--- src/rtl/core/u8d_pkg.sv ---
// ----------------------------------------------------------------------------
// u8d_pkg
// Types, constants, DFA table and byte classifier for the UTF-8 stream decoder.
// ----------------------------------------------------------------------------
package u8d_pkg;

   localparam int BYTE_W  = 8;
   localparam int CP_W    = 21;
   localparam int WIDTH_W = 3;
   localparam int DFA_W   = 4;
   localparam int CLASS_W = 4;
   localparam int SEEN_W  = 2;

   localparam logic [DFA_W-1:0] DFA_ACCEPT   = 4'd0;
   localparam logic [DFA_W-1:0] DFA_REJECT   = 4'd1;
   localparam logic [DFA_W-1:0] DFA_LAST_ST  = 4'd8;

   localparam logic STATUS_OK      = 1'b0;
   localparam logic STATUS_INVALID = 1'b1;

   typedef struct packed {
      logic              failed;
      logic [DFA_W-1:0]  dfa;
      logic [CP_W-1:0]   accum;
      logic [SEEN_W-1:0] seen;
   } u8d_state_type;

   typedef struct packed {
      logic [CP_W-1:0]    code_point;
      logic [WIDTH_W-1:0] byte_width;
      logic               status;
      logic               from_last;
   } u8d_result_type;

   // next state, indexed by {state, class}; states 0..8, classes 0..15
   localparam logic [DFA_W-1:0] NEXT_STATE [0:143] = '{
      4'd0,4'd1,4'd2,4'd3,4'd5,4'd8,4'd7,4'd1,4'd1,4'd1,4'd4,4'd6,4'd1,4'd1,4'd1,4'd1,
      4'd1,4'd1,4'd1,4'd1,4'd1,4'd1,4'd1,4'd1,4'd1,4'd1,4'd1,4'd1,4'd1,4'd1,4'd1,4'd1,
      4'd1,4'd0,4'd1,4'd1,4'd1,4'd1,4'd1,4'd0,4'd1,4'd0,4'd1,4'd1,4'd1,4'd1,4'd1,4'd1,
      4'd1,4'd2,4'd1,4'd1,4'd1,4'd1,4'd1,4'd2,4'd1,4'd2,4'd1,4'd1,4'd1,4'd1,4'd1,4'd1,
      4'd1,4'd1,4'd1,4'd1,4'd1,4'd1,4'd1,4'd2,4'd1,4'd1,4'd1,4'd1,4'd1,4'd1,4'd1,4'd1,
      4'd1,4'd2,4'd1,4'd1,4'd1,4'd1,4'd1,4'd1,4'd1,4'd2,4'd1,4'd1,4'd1,4'd1,4'd1,4'd1,
      4'd1,4'd1,4'd1,4'd1,4'd1,4'd1,4'd1,4'd3,4'd1,4'd3,4'd1,4'd1,4'd1,4'd1,4'd1,4'd1,
      4'd1,4'd3,4'd1,4'd1,4'd1,4'd1,4'd1,4'd3,4'd1,4'd3,4'd1,4'd1,4'd1,4'd1,4'd1,4'd1,
      4'd1,4'd3,4'd1,4'd1,4'd1,4'd1,4'd1,4'd1,4'd1,4'd1,4'd1,4'd1,4'd1,4'd1,4'd1,4'd1
   };

   // character class of a byte, by range
   function automatic logic [CLASS_W-1:0] byte_class(input logic [BYTE_W-1:0] b);
      logic [CLASS_W-1:0] cls;
      priority if (b < 8'h80) cls = 4'd0;
      else if (b < 8'h90)     cls = 4'd1;
      else if (b < 8'hA0)     cls = 4'd9;
      else if (b < 8'hC0)     cls = 4'd7;
      else if (b < 8'hC2)     cls = 4'd8;
      else if (b < 8'hE0)     cls = 4'd2;
      else if (b == 8'hE0)    cls = 4'd10;
      else if (b == 8'hED)    cls = 4'd4;
      else if (b < 8'hF0)     cls = 4'd3;
      else if (b == 8'hF0)    cls = 4'd11;
      else if (b < 8'hF4)     cls = 4'd6;
      else if (b == 8'hF4)    cls = 4'd5;
      else                    cls = 4'd8;
      return cls;
   endfunction

endpackage

--- src/rtl/core/u8d_step.sv ---
// ----------------------------------------------------------------------------
// u8d_step
// One DFA step: classifies a byte, advances the state, builds the code
// point and decides whether a result goes out.
// ----------------------------------------------------------------------------
module u8d_step (
   input  u8d_pkg::u8d_state_type          state_cur,
   input  logic [u8d_pkg::BYTE_W-1:0]      in_byte,
   input  logic                            in_last,
   output u8d_pkg::u8d_state_type          state_nxt,
   output logic                            emit,
   output u8d_pkg::u8d_result_type         result
);

   logic [u8d_pkg::CLASS_W-1:0] cls;
   logic [u8d_pkg::DFA_W-1:0]   st_eff;
   logic [u8d_pkg::DFA_W-1:0]   st_new;
   logic [u8d_pkg::CP_W-1:0]    accum_new;
   logic [u8d_pkg::BYTE_W-1:0]  lead_mask;
   logic [7:0]                  tbl_idx;
   logic [u8d_pkg::WIDTH_W-1:0] width;

   always_comb begin
      cls       = u8d_pkg::byte_class(in_byte);
      st_eff    = (state_cur.dfa > u8d_pkg::DFA_LAST_ST) ? u8d_pkg::DFA_REJECT
                                                        : state_cur.dfa;
      lead_mask = 8'hFF >> cls;
      if (st_eff != u8d_pkg::DFA_ACCEPT) begin
         accum_new = {state_cur.accum[u8d_pkg::CP_W-7:0], in_byte[5:0]};
      end else begin
         accum_new = {{(u8d_pkg::CP_W-u8d_pkg::BYTE_W){1'b0}}, lead_mask & in_byte};
      end
      tbl_idx = {st_eff, cls};
      st_new  = u8d_pkg::NEXT_STATE[tbl_idx];
      width   = {1'b0, state_cur.seen} + 3'd1;

      emit      = 1'b0;
      result    = '0;
      state_nxt = state_cur;
      result.from_last = in_last;

      if (!state_cur.failed) begin
         if (st_new == u8d_pkg::DFA_REJECT) begin
            emit          = 1'b1;
            result.status = u8d_pkg::STATUS_INVALID;
            state_nxt     = '0;
            state_nxt.failed = 1'b1;
         end else if (st_new == u8d_pkg::DFA_ACCEPT) begin
            emit              = 1'b1;
            result.code_point = accum_new;
            result.byte_width = width;
            result.status     = u8d_pkg::STATUS_OK;
            state_nxt         = '0;
         end else begin
            state_nxt.dfa   = st_new;
            state_nxt.accum = accum_new;
            state_nxt.seen  = state_cur.seen + 2'd1;
         end
      end

      // end of string: drop any open sequence and the failed mark
      if (in_last) begin
         state_nxt = '0;
      end
   end

endmodule

--- src/rtl/core/utf8_stream_decoder.sv ---
// ----------------------------------------------------------------------------
// utf8_stream_decoder
// Validating UTF-8 decoder: one byte in, at most one code point or error out.
// ----------------------------------------------------------------------------
// Takes one byte per transfer on req_ and accepts a new byte every cycle
// while rsp_ is not stalled; each result passes from its byte through the
// input register, then the result register; the sustained rate of one byte per
// cycle is set by the single DFA step between those registers. A result goes
// out when a sequence completes (code point plus width 1..4) or on the first
// invalid byte of a string (tuser high, data zero); later bytes of a rejected
// string give nothing. req_tlast closes a string and clears all decode state;
// an unfinished sequence at that point is dropped without a result.
module utf8_stream_decoder (
   input  logic        clock,
   input  logic        reset,
   input  logic        req_tvalid,
   output logic        req_tready,
   input  logic [7:0]  req_tdata,   // [7:0] in_byte
   input  logic        req_tlast,   // string_end
   output logic        rsp_tvalid,
   input  logic        rsp_tready,
   output logic [23:0] rsp_tdata,   // [20:0] code_point, [23:21] byte_width
   output logic        rsp_tuser,   // status
   output logic        rsp_tlast    // from_last_byte
);

   logic                            in_valid_ff;
   logic                            in_valid_in;
   logic [u8d_pkg::BYTE_W-1:0]      in_byte_ff;
   logic                            in_last_ff;
   u8d_pkg::u8d_state_type          state_ff;
   u8d_pkg::u8d_state_type          state_in;
   logic                            rsp_valid_ff;
   logic                            rsp_valid_in;
   u8d_pkg::u8d_result_type         rsp_ff;
   u8d_pkg::u8d_result_type         step_result;
   logic                            step_emit;
   logic                            out_free;
   logic                            step_fire;
   logic                            req_fire;

   u8d_step u_step (
      .state_cur (state_ff),
      .in_byte   (in_byte_ff),
      .in_last   (in_last_ff),
      .state_nxt (state_in),
      .emit      (step_emit),
      .result    (step_result)
   );

   assign out_free   = !rsp_valid_ff || rsp_tready;
   assign step_fire  = in_valid_ff && out_free;
   assign req_tready = !in_valid_ff || step_fire;
   assign req_fire   = req_tvalid && req_tready;

   always_comb begin
      in_valid_in = in_valid_ff;
      if (req_fire) begin
         in_valid_in = 1'b1;
      end else if (step_fire) begin
         in_valid_in = 1'b0;
      end

      rsp_valid_in = rsp_valid_ff;
      if (step_fire) begin
         rsp_valid_in = step_emit;
      end else if (rsp_tready) begin
         rsp_valid_in = 1'b0;
      end
   end

   always_ff @(posedge clock) begin
      if (reset) begin
         in_valid_ff  <= 1'b0;
         rsp_valid_ff <= 1'b0;
         state_ff     <= '0;
      end else begin
         in_valid_ff  <= in_valid_in;
         rsp_valid_ff <= rsp_valid_in;
         if (step_fire) begin
            state_ff <= state_in;
         end
      end
      if (req_fire) begin
         in_byte_ff <= req_tdata;
         in_last_ff <= req_tlast;
      end
      if (step_fire && step_emit) begin
         rsp_ff <= step_result;
      end
   end

   assign rsp_tvalid = rsp_valid_ff;
   assign rsp_tdata  = {rsp_ff.byte_width, rsp_ff.code_point};
   assign rsp_tuser  = rsp_ff.status;
   assign rsp_tlast  = rsp_ff.from_last;

`ifndef SYNTHESIS
   a_err_zero: assert property (@(posedge clock) disable iff (reset)
      rsp_valid_ff && rsp_ff.status == u8d_pkg::STATUS_INVALID
      |-> rsp_ff.code_point == '0 && rsp_ff.byte_width == '0)
      else $error("error transfer carries nonzero data");

   a_ok_width: assert property (@(posedge clock) disable iff (reset)
      rsp_valid_ff && rsp_ff.status == u8d_pkg::STATUS_OK
      |-> rsp_ff.byte_width != 3'd0 && rsp_ff.byte_width <= 3'd4)
      else $error("decoded width out of range");

   a_end_clears: assert property (@(posedge clock) disable iff (reset)
      step_fire && in_last_ff |=> state_ff == '0)
      else $error("state not cleared after last byte");

   a_failed_idle: assert property (@(posedge clock) disable iff (reset)
      state_ff.failed |-> state_ff.dfa == u8d_pkg::DFA_ACCEPT && state_ff.seen == '0)
      else $error("rejected string left an open sequence");

   a_hold_result: assert property (@(posedge clock) disable iff (reset)
      rsp_valid_ff && !rsp_tready |=> rsp_valid_ff && $stable(rsp_ff))
      else $error("stalled result changed");
`endif

endmodule

--- config.mk ---
export PLATFORM = sky130hd
export DESIGN_NAME = utf8_stream_decoder
export DESIGN_NICKNAME = d
export VERILOG_FILES = /design/src/rtl/core/u8d_pkg.sv /design/src/rtl/core/u8d_step.sv /design/src/rtl/core/utf8_stream_decoder.sv
export SDC_FILE = /design/constraint.sdc
export NUM_CORES = 1
export LEC_CHECK = 0
export ABC_CLOCK_PERIOD_IN_PS = 6000
export BUFFER_PORTS_ARGS = -buffer_cell sky130_fd_sc_hd__buf_2
export CORE_MARGIN = 2
export CORE_UTILIZATION = 61
export DETAILED_ROUTE_END_ITERATION = 7
export HOLD_SLACK_MARGIN = 0.12
export PLACE_DENSITY = 0.94
export SETUP_SLACK_MARGIN = 0.05
export SLEW_MARGIN = 40
export SYNTH_ARGS = -nofsm -noshare
export SYNTH_HDL_FRONTEND = slang
export SYNTH_SLANG_ARGS = --single-unit
--- constraint.sdc ---
create_clock -name clock -period 6 [get_ports clock]
set_clock_uncertainty 0.1 [all_clocks]
set_input_delay 0.9 -clock clock [delete_from_list [all_inputs] [get_ports clock]]
set_output_delay 0.9 -clock clock [all_outputs]
set_load 0.1 [all_outputs]
==> metrics.cfg, run 1 <==
[status]
outcome = finished, final reports clean

[timing]
slew_headroom = 0.415
setup_viol = 0
finalMaxSlewViolations = 0
tightest_slew_ns = 0.870
fin_crit_sh = 0.551
tns_ns = 0
fmax_ghz = 0.303
hold_ws_ns = 0.356
rsz0062_at_grt = no
period_needed_ns = 3.31
hold_viol_final = 0

[logic_synthesis]
muxShareOfSynthArea = 0
async_reset_ff_frac = 0
synth-seq-cells = 59
synthTopCellsByArea = edfxtp_1 (35%), dfxtp_1 (16%), nand2_1 (4.2%)
synth_top_family_by_area = simple AND/OR/NAND/NOR gates
yosysUniqueCellTypes = 58
yosys.area_share.simple = 0.221
yosysTopAreaCell = edfxtp_1
synth-adder-area-share = 0.00421
synthXorXnorAreaFrac = 0
syn_inst = 273
synth_area_per_cell_sq_um = 10.9
synth_compound_area_frac = 0.216
postSynthNetCount = 287
yosysWarnings = 0
netlist_area_sq_um = 2970
ys_seq_area_frac = 0.515
synth.top_cell.area_share = 0.354
ys.flop_type = edfxtp_1
synth_edf_count = 35

[layout]
layout-drive-gt1-share = 0.264
final_cell_area_sq_um = 3340
areaGrowthSynthToFinish_pct = 12.3
final_cell_count_no_fill = 378
fin_nets = 320
diodes = 0

[global_routing]
grt-ovfl-total = 0
grt_pass1_vias = 2058
grt_start_max_net_pins = 28
antenna_found_initial = 0
met1_usage = 0.287
top_usage_layer = met2
met2_usage = 0.405
grt_pass1_wl_um = 9620
grtUsageMet3 = 0.0713
grt_usage = 0.240

[clocking]
cts.sinks = 59
cts_tree = built
postCtsSetupRepairBufs = 0
cts_buffers = 9
root_buffer = clkbuf_8
cts_resized = 0
htreeDepth = 3
ctsLongestPathBuffers = 2
insertion_delay_ns = 0.34
path_clk_slew_ns = 0.07
postCtsHoldBufs = 0

[route]
first_pass_iters = 5
drt-wirelength-per-cell_um = 15.6
num_vias = 2269
drt_iter0_drc = 166
via_per_inst = 6.00
drc = 0
wirelength_um = 5900
ant_nets = 0

[floorplanning]
rows = 25
dieArea_sq_um = 5450
die_h_um = 73.8
die_x_um = 73.8
pin_count = 41
start_util = 0.629
coreArea_sq_um = 4720

[setup_path]
critPathTopFamily = simple AND/OR/NAND/NOR gates
worstPathCellList = nand2_1 > nor2_1 > a22o_1 > a22oi_1 > nor4b_1 > a22oi_2 > nor2_4
cp_slowest_stage_delay_ns = 0.59
cp_max_fo = 26
cp-end-kind = register
worstPathArrival_ns = 3.18
path_class = register to register
r2r_slack_ns = 2.69
crit_required_ns = 5.87
slowest_stage = nor2_4
crit_path_start_kind = register
worst-path-buf-inv = 0

[run]
cap_viol_max_count = 0

[worst_hold_path]
hold_path.class = register to register

[placement]
dp_hpwl_um = 4130
gp_congestion = 0.984
placed_cells_incl_taps = 361
place_area_sq_um = 3160
numPortBuffers = 40

[pwr]
ir_drop_mv = 0.192
p_per_area_nw_per_um2 = 284
p_leak_nw = 1.18

worst register-to-register path, cell delays in order, from the launching register on:
cell and delay, ns:
edfxtp_1 0.56, nand2_1 0.28, nor2_1 0.09, a22o_1 0.19, a22oi_1 0.46, nor4b_1 0.39
a22oi_2 0.28, nor2_4 0.59
flip-flops by register name (all words and copies together), names as in the netlist:
signal,flops
in_byte_ff,8
in_last_ff,1
in_valid_ff,1
rsp_tdata,24
rsp_tlast,1
rsp_tuser,1
rsp_tvalid,1
state_ff,22
power breakdown:
group	leakage (nW)	internal (mW)	total (mW)	switching (mW)
combinational	0.568	0.0413	0.178	0.136
sequential	0.525	0.447	0.460	0.0131
clock	0.0852	0.148	0.310	0.162
total	1.18	0.636	0.947	0.311
cells in the final DEF (no fill, tap or decap), drive strengths merged, types with 2 or more instances in the layout:
cell | synthesis | final
nor4bb | 13 | 13
nor2 | 13 | 13
a211oi | 5 | 5
o21a | 4 | 4
nor3 | 14 | 14
a22o | 9 | 9
nor4 | 5 | 5
a22oi | 2 | 2
o21ai | 25 | 25
inv | 6 | 7
nand2 | 33 | 33
a21oi | 12 | 12
nand2b | 2 | 2
dfxtp | 24 | 24
buf | 13 | 41
clkinv | 0 | 4
clkbuf | 6 | 9
clkinvlp | 0 | 2
a31oi | 2 | 2
and3 | 4 | 4
nand3 | 3 | 3
nor3b | 2 | 2
edfxtp | 35 | 35
o211ai | 4 | 4
a32o | 3 | 3
nor4b | 2 | 2
and2 | 5 | 5
nor2b | 5 | 5
a21o | 3 | 3
o22ai | 2 | 2
cell families (layout without fill, tap and decap cells):
family / count (synthesis) / after routing
AO/OA/AOI/OAI: 80 / 80
adder cells (fa/ha/maj): 1 / 1
buffers and inverters: 25 / 63
flip-flops: 59 / 59
AND/OR/NAND/NOR: 108 / 108
synthesized netlist by cell type (2+ instances only):
master / instances
o211ai_2: 3
inv_1: 6
buf_6: 3
a32o_1: 3
nor4_1: 5
o21ai_1: 13
a21o_1: 3
a22o_1: 9
buf_2: 9
o21a_1: 3
o21ai_2: 2
nor3_1: 14
nand2b_1: 2
o22ai_1: 2
nand3_1: 3
dfxtp_1: 24
nor4bb_2: 6
a31oi_1: 2
nor2_1: 13
and3_1: 4
nor2b_1: 5
and2_1: 5
o21ai_0: 10
nor3b_1: 2
a21oi_1: 9
edfxtp_1: 35
nor4bb_1: 7
nand2_1: 33
a211oi_1: 3
clkbuf_1: 6
a21oi_2: 2
layout make-up:
type                       instances  area, sq um
clock inverter                     7         43.8
tap                               67         83.8
clock buffer                       9          124
fill                             319         1390
sequential                        59         1530
multi-input combinational        189         1320
timing repair buffer              41          215
inverter                           6         22.5
layer usage:
layer | vias up | wire, um
li1 | 1107 | -
met2 | 91 | 2970
met1 | 1060 | 2430
met5 | - | 0
met3 | 11 | 374
met4 | 0 | 121
final timing paths:
path,from,endpoint,cells past startpoint
max reg2reg,in_byte_ff[5],rsp_tdata[8],7
min reg2reg,state_ff[3],state_ff[3],2
min,state_ff[3],state_ff[3],2
max,in_byte_ff[5],rsp_tdata[8],7
through the flow:
step           power, mW  utilization  setup slack, ns
5_1_grt            0.983        0.707             2.47
4_1_cts            0.945        0.704             2.73
3_3_place_gp       0.637        0.667             2.53
2_1_floorplan      0.618            -             2.35
6_report           0.947        0.707             2.69
3_5_place_dp       0.640        0.668             2.73
Power figures use the tool's default switching activity.
==> run 2: changes to the inputs <==
ABC_AREA = 1   (was unset)
ABC_CLOCK_PERIOD_IN_PS = 3350   (was 6000)
CORE_UTILIZATION = 57   (was 61)
PLACE_DENSITY = 0.89   (was 0.94)
clock period = 3.35 ns   (was 6 ns; I/O delays follow)
==> metrics.cfg, run 2 <==
[logic_synthesis]
synthXorXnorAreaFrac = 0  ; unchanged
synth-adder-area-share = 0.00408  ; -0.000127
yosys.area_share.simple = 0.335  ; +0.114
postSynthNetCount = 355  ; +24%
synth_compound_area_frac = 0.0824  ; -0.133
synth_top_family_by_area = simple AND/OR/NAND/NOR gates
netlist_area_sq_um = 3070  ; +3.1%
yosysTopAreaCell = edfxtp_1
synth_edf_count = 35  ; unchanged
post-synth-top-count-cell = nand2_1
syn_inst = 341  ; +25%
synth-seq-cells = 59  ; unchanged
synth_area_per_cell_sq_um = 8.99  ; -17%
ys_seq_area_frac = 0.500  ; -0.0156
ys_top_cells_by_count = nand2_1 (75), nor2_1 (36), edfxtp_1 (35)
ys.flop_type = edfxtp_1
yosysWarnings = 0  ; unchanged
synthTopCellsByArea = edfxtp_1 (34%), dfxtp_1 (16%), nand2_1 (9.2%)
async_reset_ff_frac = 0  ; unchanged
synth.top_cell.area_share = 0.343  ; -0.0107
yosysUniqueCellTypes = 31  ; -47%
muxShareOfSynthArea = 0  ; unchanged

[floorplanning]
die_x_um = 77.3  ; +4.8%
die_h_um = 77.3  ; +4.8%
coreArea_sq_um = 5140  ; +8.8%
rows = 26  ; +4.0%
start_util = 0.596  ; -0.0330
dieArea_sq_um = 5980  ; +9.8%
pin_count = 41  ; unchanged

[status]
outcome = finished, final reports clean

[pwr]
p_leak_nw = 1.33  ; +13%
ir_drop_mv = 0.304  ; +58%
p_per_area_nw_per_um2 = 521  ; +84%

[route]
wirelength_um = 5780  ; -2.0%
num_vias = 2408  ; +6.1%
drt_iter0_drc = 194  ; +17%
ant_nets = 0  ; unchanged
via_per_inst = 5.28  ; -12%
first_pass_iters = 6  ; +1
drc = 0  ; unchanged
drt-wirelength-per-cell_um = 12.7  ; -19%

[timing]
setup_viol = 0  ; unchanged
finalMaxSlewViolations = 0  ; unchanged
rsz0062_at_grt = no
fmax_ghz = 0.365  ; +21%
hold_viol_final = 0  ; unchanged
tns_ns = 0  ; unchanged
fin_crit_sh = 0.817  ; +0.266
tightest_slew_ns = 0.694  ; -0.176 ns
slew_headroom = 0.537  ; +0.122
period_needed_ns = 2.74  ; -0.567 ns

[clocking]
insertion_delay_ns = 0.34  ; about the same
cts_buffers = 9  ; unchanged
postCtsSetupRepairBufs = 0  ; unchanged
cts_resized = 0  ; unchanged
cts.sinks = 59  ; unchanged
path_clk_slew_ns = 0.06  ; about the same
cts_tree = built
root_buffer = clkbuf_8
ctsLongestPathBuffers = 2  ; unchanged
htreeDepth = 3  ; unchanged
postCtsHoldBufs = 0  ; unchanged

[setup_path]
slowest_stage = edfxtp_1
cp_slowest_stage_delay_ns = 0.45  ; -0.14 ns
worstPathArrival_ns = 2.81  ; -0.37 ns
worstPathCellList = nor2_1 > nand2_1 > nand3_1 > nand4_1 > nand2_2 > clkinv_2 > o21ai_2 > nor2_4 > a21oi_4 > inv_2 > nor2_8 > nand3_4 > nor2_1
cp_max_fo = 24  ; -7.7%
path_common_cell = nor2_1
cp-end-kind = register
path_class = register to register
crit_required_ns = 3.42  ; -2.45 ns
crit_path_start_kind = register

[worst_hold_path]
hold_path.class = input port to register

[global_routing]
grt-ovfl-total = 0  ; unchanged
grt_pass1_wl_um = 9850  ; +2.4%
antenna_found_initial = 0  ; unchanged
grt_start_max_net_pins = 27  ; -3.6%
grt_pass1_vias = 2266  ; +10%
grt_usage = 0.209  ; -0.0314
met1_usage = 0.232  ; -0.0551
top_usage_layer = met2
grtUsageMet3 = 0.0628  ; -0.00854
met2_usage = 0.363  ; -0.0422

[placement]
gp_congestion = 0.856  ; -13%
numPortBuffers = 40  ; unchanged
dp_hpwl_um = 3940  ; -4.6%

[layout]
largest_reg_flops = 24  ; unchanged
diodes = 0  ; unchanged
areaGrowthSynthToFinish_pct = 12.5
layout_common_cells = nand2_1 (75), buf_2 (40), nor2_1 (36), edfxtp_1 (35), a21oi_1 (29)
layout-drive-gt1-share = 0.285  ; +0.0213
fin_nets = 395  ; +23%
final_common_cell = nand2_1
fillers = 428  ; +34%
post-route-util = 0.671  ; -0.0359

[run]
cap_viol_max_count = 0  ; unchanged

[run 2: layer usage]
metal	routed length (um)	part of all wire
met1	2360	0.41
met2	2970	0.51
met3	326	0.056
met4	129	0.022
met5	0	0
[run 2: through the flow]
step           instances  hold slack (ns)  worst slack, ns  total power, mW  cell area (sq um)
3_3_place_gp         440            0.352            0.673             1.19               3260
3_5_place_dp         440            0.355            0.627             1.20               3260
6_report             456            0.233            0.612             1.80               3450
4_1_cts              456            0.218            0.606             1.81               3450
2_1_floorplan        341            0.345            0.493             1.16               3070
5_1_grt              456            0.220            0.420             1.87               3450
[run 2: critical path, delay by kind of cell (launching register included)]
| kind | cells | cell delay (ns) |
|---|---|---|
| simple gates | 9 | 1.44 |
| flops | 1 | 0.45 |
| compound gates | 2 | 0.36 |
| buf+inv | 2 | 0.21 |
[run 2: cell families after synthesis]
group,count (synthesis)
flip-flops,59
AND/OR/NAND/NOR,188
buffers and inverters,49
adder cells (fa/ha/maj),1
AO/OA/AOI/OAI,44
[run 2: report_power, final]
part	switching [mW]	total [mW]	internal [mW]	leakage, nW
combinational	0.296	0.367	0.0715	0.701
sequential	0.0154	0.816	0.801	0.534
clock	0.272	0.613	0.341	0.0971
total	0.583	1.80	1.21	1.33
[run 2: area by class of cell]
type,count,area (sq um),share of cell area
clock buffer,11,131,0.0381
clock inverter,5,53.8,0.0156
inverter,36,138,0.0399
multi-input combinational,233,1290,0.374
sequential,59,1530,0.444
tap,70,87.6,0.0254
timing repair buffer,42,215,0.0624
[run 2: worst paths after layout]
| kind | from | to | slack [ns] | depth (start not counted) |
|---|---|---|---|---|
| max | in_byte_ff[3] | rsp_tdata[0] | 0.61 | 13 |
| min | req_tlast | in_last_ff | 0.23 | 1 |
| max reg2reg | in_byte_ff[3] | rsp_tdata[0] | 0.61 | 13 |
| min reg2reg | state_ff[8] | state_ff[8] | 0.37 | 2 |
==> run 3: changes to the inputs <==
ABC_CLOCK_PERIOD_IN_PS = 2300   (was 3350)
CORE_UTILIZATION = 52   (was 57)
PLACE_DENSITY = 0.86   (was 0.89)
clock period = 2.3 ns   (was 3.35 ns; I/O delays follow)
==> metrics.cfg, run 3 (same netlist as run 2, synthesis figures left out) <==
[timing]
layout_setup_ws_ns = -0.248  ; -0.859 ns
tightest_slew_ns = 0.562  ; -0.132 ns
hold_viol_final = 0  ; unchanged
period_needed_ns = 2.55  ; -0.191 ns
fmax_ghz = 0.393  ; +7.5%
fin_crit_sh = 1.11  ; +0.290
rsz0062_at_grt = yes
slew_headroom = 0.625  ; +0.0883
finalMaxSlewViolations = 0  ; unchanged
setup_viol = 69  ; +69
hold_ws_ns = 0.158  ; -0.0751 ns
tns_ns = -13.56  ; -13.56 ns

[layout]
layout_common_cells = nand2_1 (68), buf_2 (40), edfxtp_1 (35), buf_4 (35), nor2_1 (30)
diodes = 0  ; unchanged
fillers = 365  ; -15%
largest_reg_flops = 24  ; unchanged
layout-drive-gt1-share = 0.409  ; +0.124
final_cell_count_no_fill = 510  ; +12%
fin_nets = 447  ; +13%
areaGrowthSynthToFinish_pct = 35.6
final_cell_area_sq_um = 4160  ; +21%
final_common_cell = nand2_1

[clocking]
cts_buffers = 9  ; unchanged
htreeDepth = 3  ; unchanged
ctsLongestPathBuffers = 2  ; unchanged
root_buffer = clkbuf_8
insertion_delay_ns = 0.36  ; +0.02 ns
path_clk_slew_ns = 0.07  ; about the same
cts.sinks = 59  ; unchanged
cts_tree = built

[run]
cap_viol_max_count = 0  ; unchanged

[route]
drt_iter0_drc = 390  ; +100%
ant_nets = 0  ; unchanged
via_per_inst = 5.72  ; +8.3%
drc = 0  ; unchanged
num_vias = 2916  ; +21%
wirelength_um = 8290  ; +43%
first_pass_iters = 6  ; unchanged
drt-wirelength-per-cell_um = 16.2  ; +28%

[pwr]
p_leak_nw = 1.62  ; +22%
p_per_area_nw_per_um2 = 706  ; +35%
ir_drop_mv = 0.387  ; +27%

[setup_path]
cp_max_fo = 17  ; -29%
ff2ff_path_depth = 16  ; +3
cp_slowest_stage_delay_ns = 0.46  ; about the same
worst-path-buf-inv = 2  ; unchanged
worstPathCellList = nor2_2 > nand2_1 > nand2_1 > nand2_1 > nand3_2 > nand2_4 > clkinv_4 > nand4_1 > nand2_2 > nand4_1 > nand3_2 > nand2_4 > nand2_2 > buf_12 > nand4_1 > a21oi_1
crit_cells = 16  ; +3
r2r-end = state_ff[10]
path_class = register to register
cp-end-kind = register
crit_required_ns = 2.47  ; -0.95 ns
slowest_stage = edfxtp_1
reg2reg_from = in_byte_ff[3]
critPathTopFamily = simple AND/OR/NAND/NOR gates
crit_path_start_kind = register
r2r_slack_ns = -0.25  ; -0.86 ns
worstPathArrival_ns = 2.72  ; -0.09 ns

[floorplanning]
rows = 27  ; +3.8%
die_x_um = 80.8  ; +4.5%
dieArea_sq_um = 6530  ; +9.1%
start_util = 0.547  ; -0.0498
pin_count = 41  ; unchanged
die_h_um = 80.8  ; +4.5%
coreArea_sq_um = 5610  ; +9.1%

[global_routing]
top_usage_layer = met2
grt_usage = 0.234  ; +0.0255
met2_usage = 0.407  ; +0.0441
grt_start_max_net_pins = 27  ; unchanged
grtUsageMet3 = 0.0567  ; -0.00612
met1_usage = 0.261  ; +0.0289
grt_pass1_vias = 2585  ; +14%
antenna_found_initial = 0  ; unchanged
grt_pass1_wl_um = 11500  ; +16%
grt-ovfl-total = 0  ; unchanged

[worst_hold_path]
min_to = in_valid_ff
hold_path.class = input port to register
hp-start = req_tvalid
min_path_cells = 3  ; +2

[placement]
numPortBuffers = 40  ; unchanged
dp_hpwl_um = 4320  ; +9.8%
gp_congestion = 0.840  ; -1.8%
placed_cells_incl_taps = 468  ; +6.4%
place_area_sq_um = 3550  ; +8.7%

[status]
outcome = complete, but fails checks
failed_checks = negative setup slack

==> run 3: per-stage QoR <==
step | power (mW) | util | setup slack (ns)
after floorplan | 1.71 | - | -0.0608
after global placement | 1.83 | 0.633 | -0.0796
after detailed placement | 1.84 | 0.633 | -0.115
after CTS | 2.81 | 0.707 | -0.0794
after global routing | 3.02 | 0.741 | -0.419
final | 2.93 | 0.741 | -0.248
==> run 3: worst register-to-register path: cells and delay by family (launching register included) <==
family | cells | cell delay, ns
simple gates | 13 | 1.47
compound gates | 1 | 0.19
flops | 1 | 0.46
buf+inv | 2 | 0.25
==> run 3: how the worst max path moves through the flow <==
| stage | slack (ns) | start | to |
|---|---|---|---|
| detailed placement | -0.11 | in_byte_ff[2] | rsp_tdata[1] |
| CTS | -0.08 | in_byte_ff[2] | rsp_tdata[9] |
| global placement | -0.08 | in_byte_ff[2] | rsp_tdata[0] |
| finish | -0.25 | in_byte_ff[3] | state_ff[10] |
| floorplan | -0.06 | in_byte_ff[4] | rsp_tdata[0] |
| global route | -0.42 | in_byte_ff[3] | state_ff[10] |
==> run 3: routing by layer <==
| layer | vias up | part of all wire |
|---|---|---|
| met1 | 1364 | 0.37 |
| met5 | - | 0 |
| met4 | 0 | 0.050 |
| li1 | 1324 | - |
| met3 | 46 | 0.073 |
| met2 | 182 | 0.51 |
==> run 3: what timing repair did <==
item	in CTS	in global routing
endpoints found under the setup margin	69	72
hold buffers	9	0
endpoints found under the hold margin	9	0
gates resized for setup	18	23
pin swaps	1	3
setup buffers	9	5
gates cloned	0	3
==> run 3: cell type report <==
cell class | count | area, sq um | share of cell area
clock buffers | 10 | 138 | 0.0331
repair buffers | 94 | 723 | 0.174
inverters | 36 | 154 | 0.0370
multi-input cells | 233 | 1460 | 0.352
well taps | 72 | 90.1 | 0.0217
flip-flops and latches | 59 | 1530 | 0.369
clock inverters | 6 | 55.1 | 0.0132
==> run 3: where the power goes <==
| group | leakage, nW | internal (mW) | switching (mW) |
|---|---|---|---|
| sequential | 0.534 | 1.17 | 0.0243 |
| combinational | 0.988 | 0.258 | 0.533 |
| clock | 0.0971 | 0.518 | 0.434 |
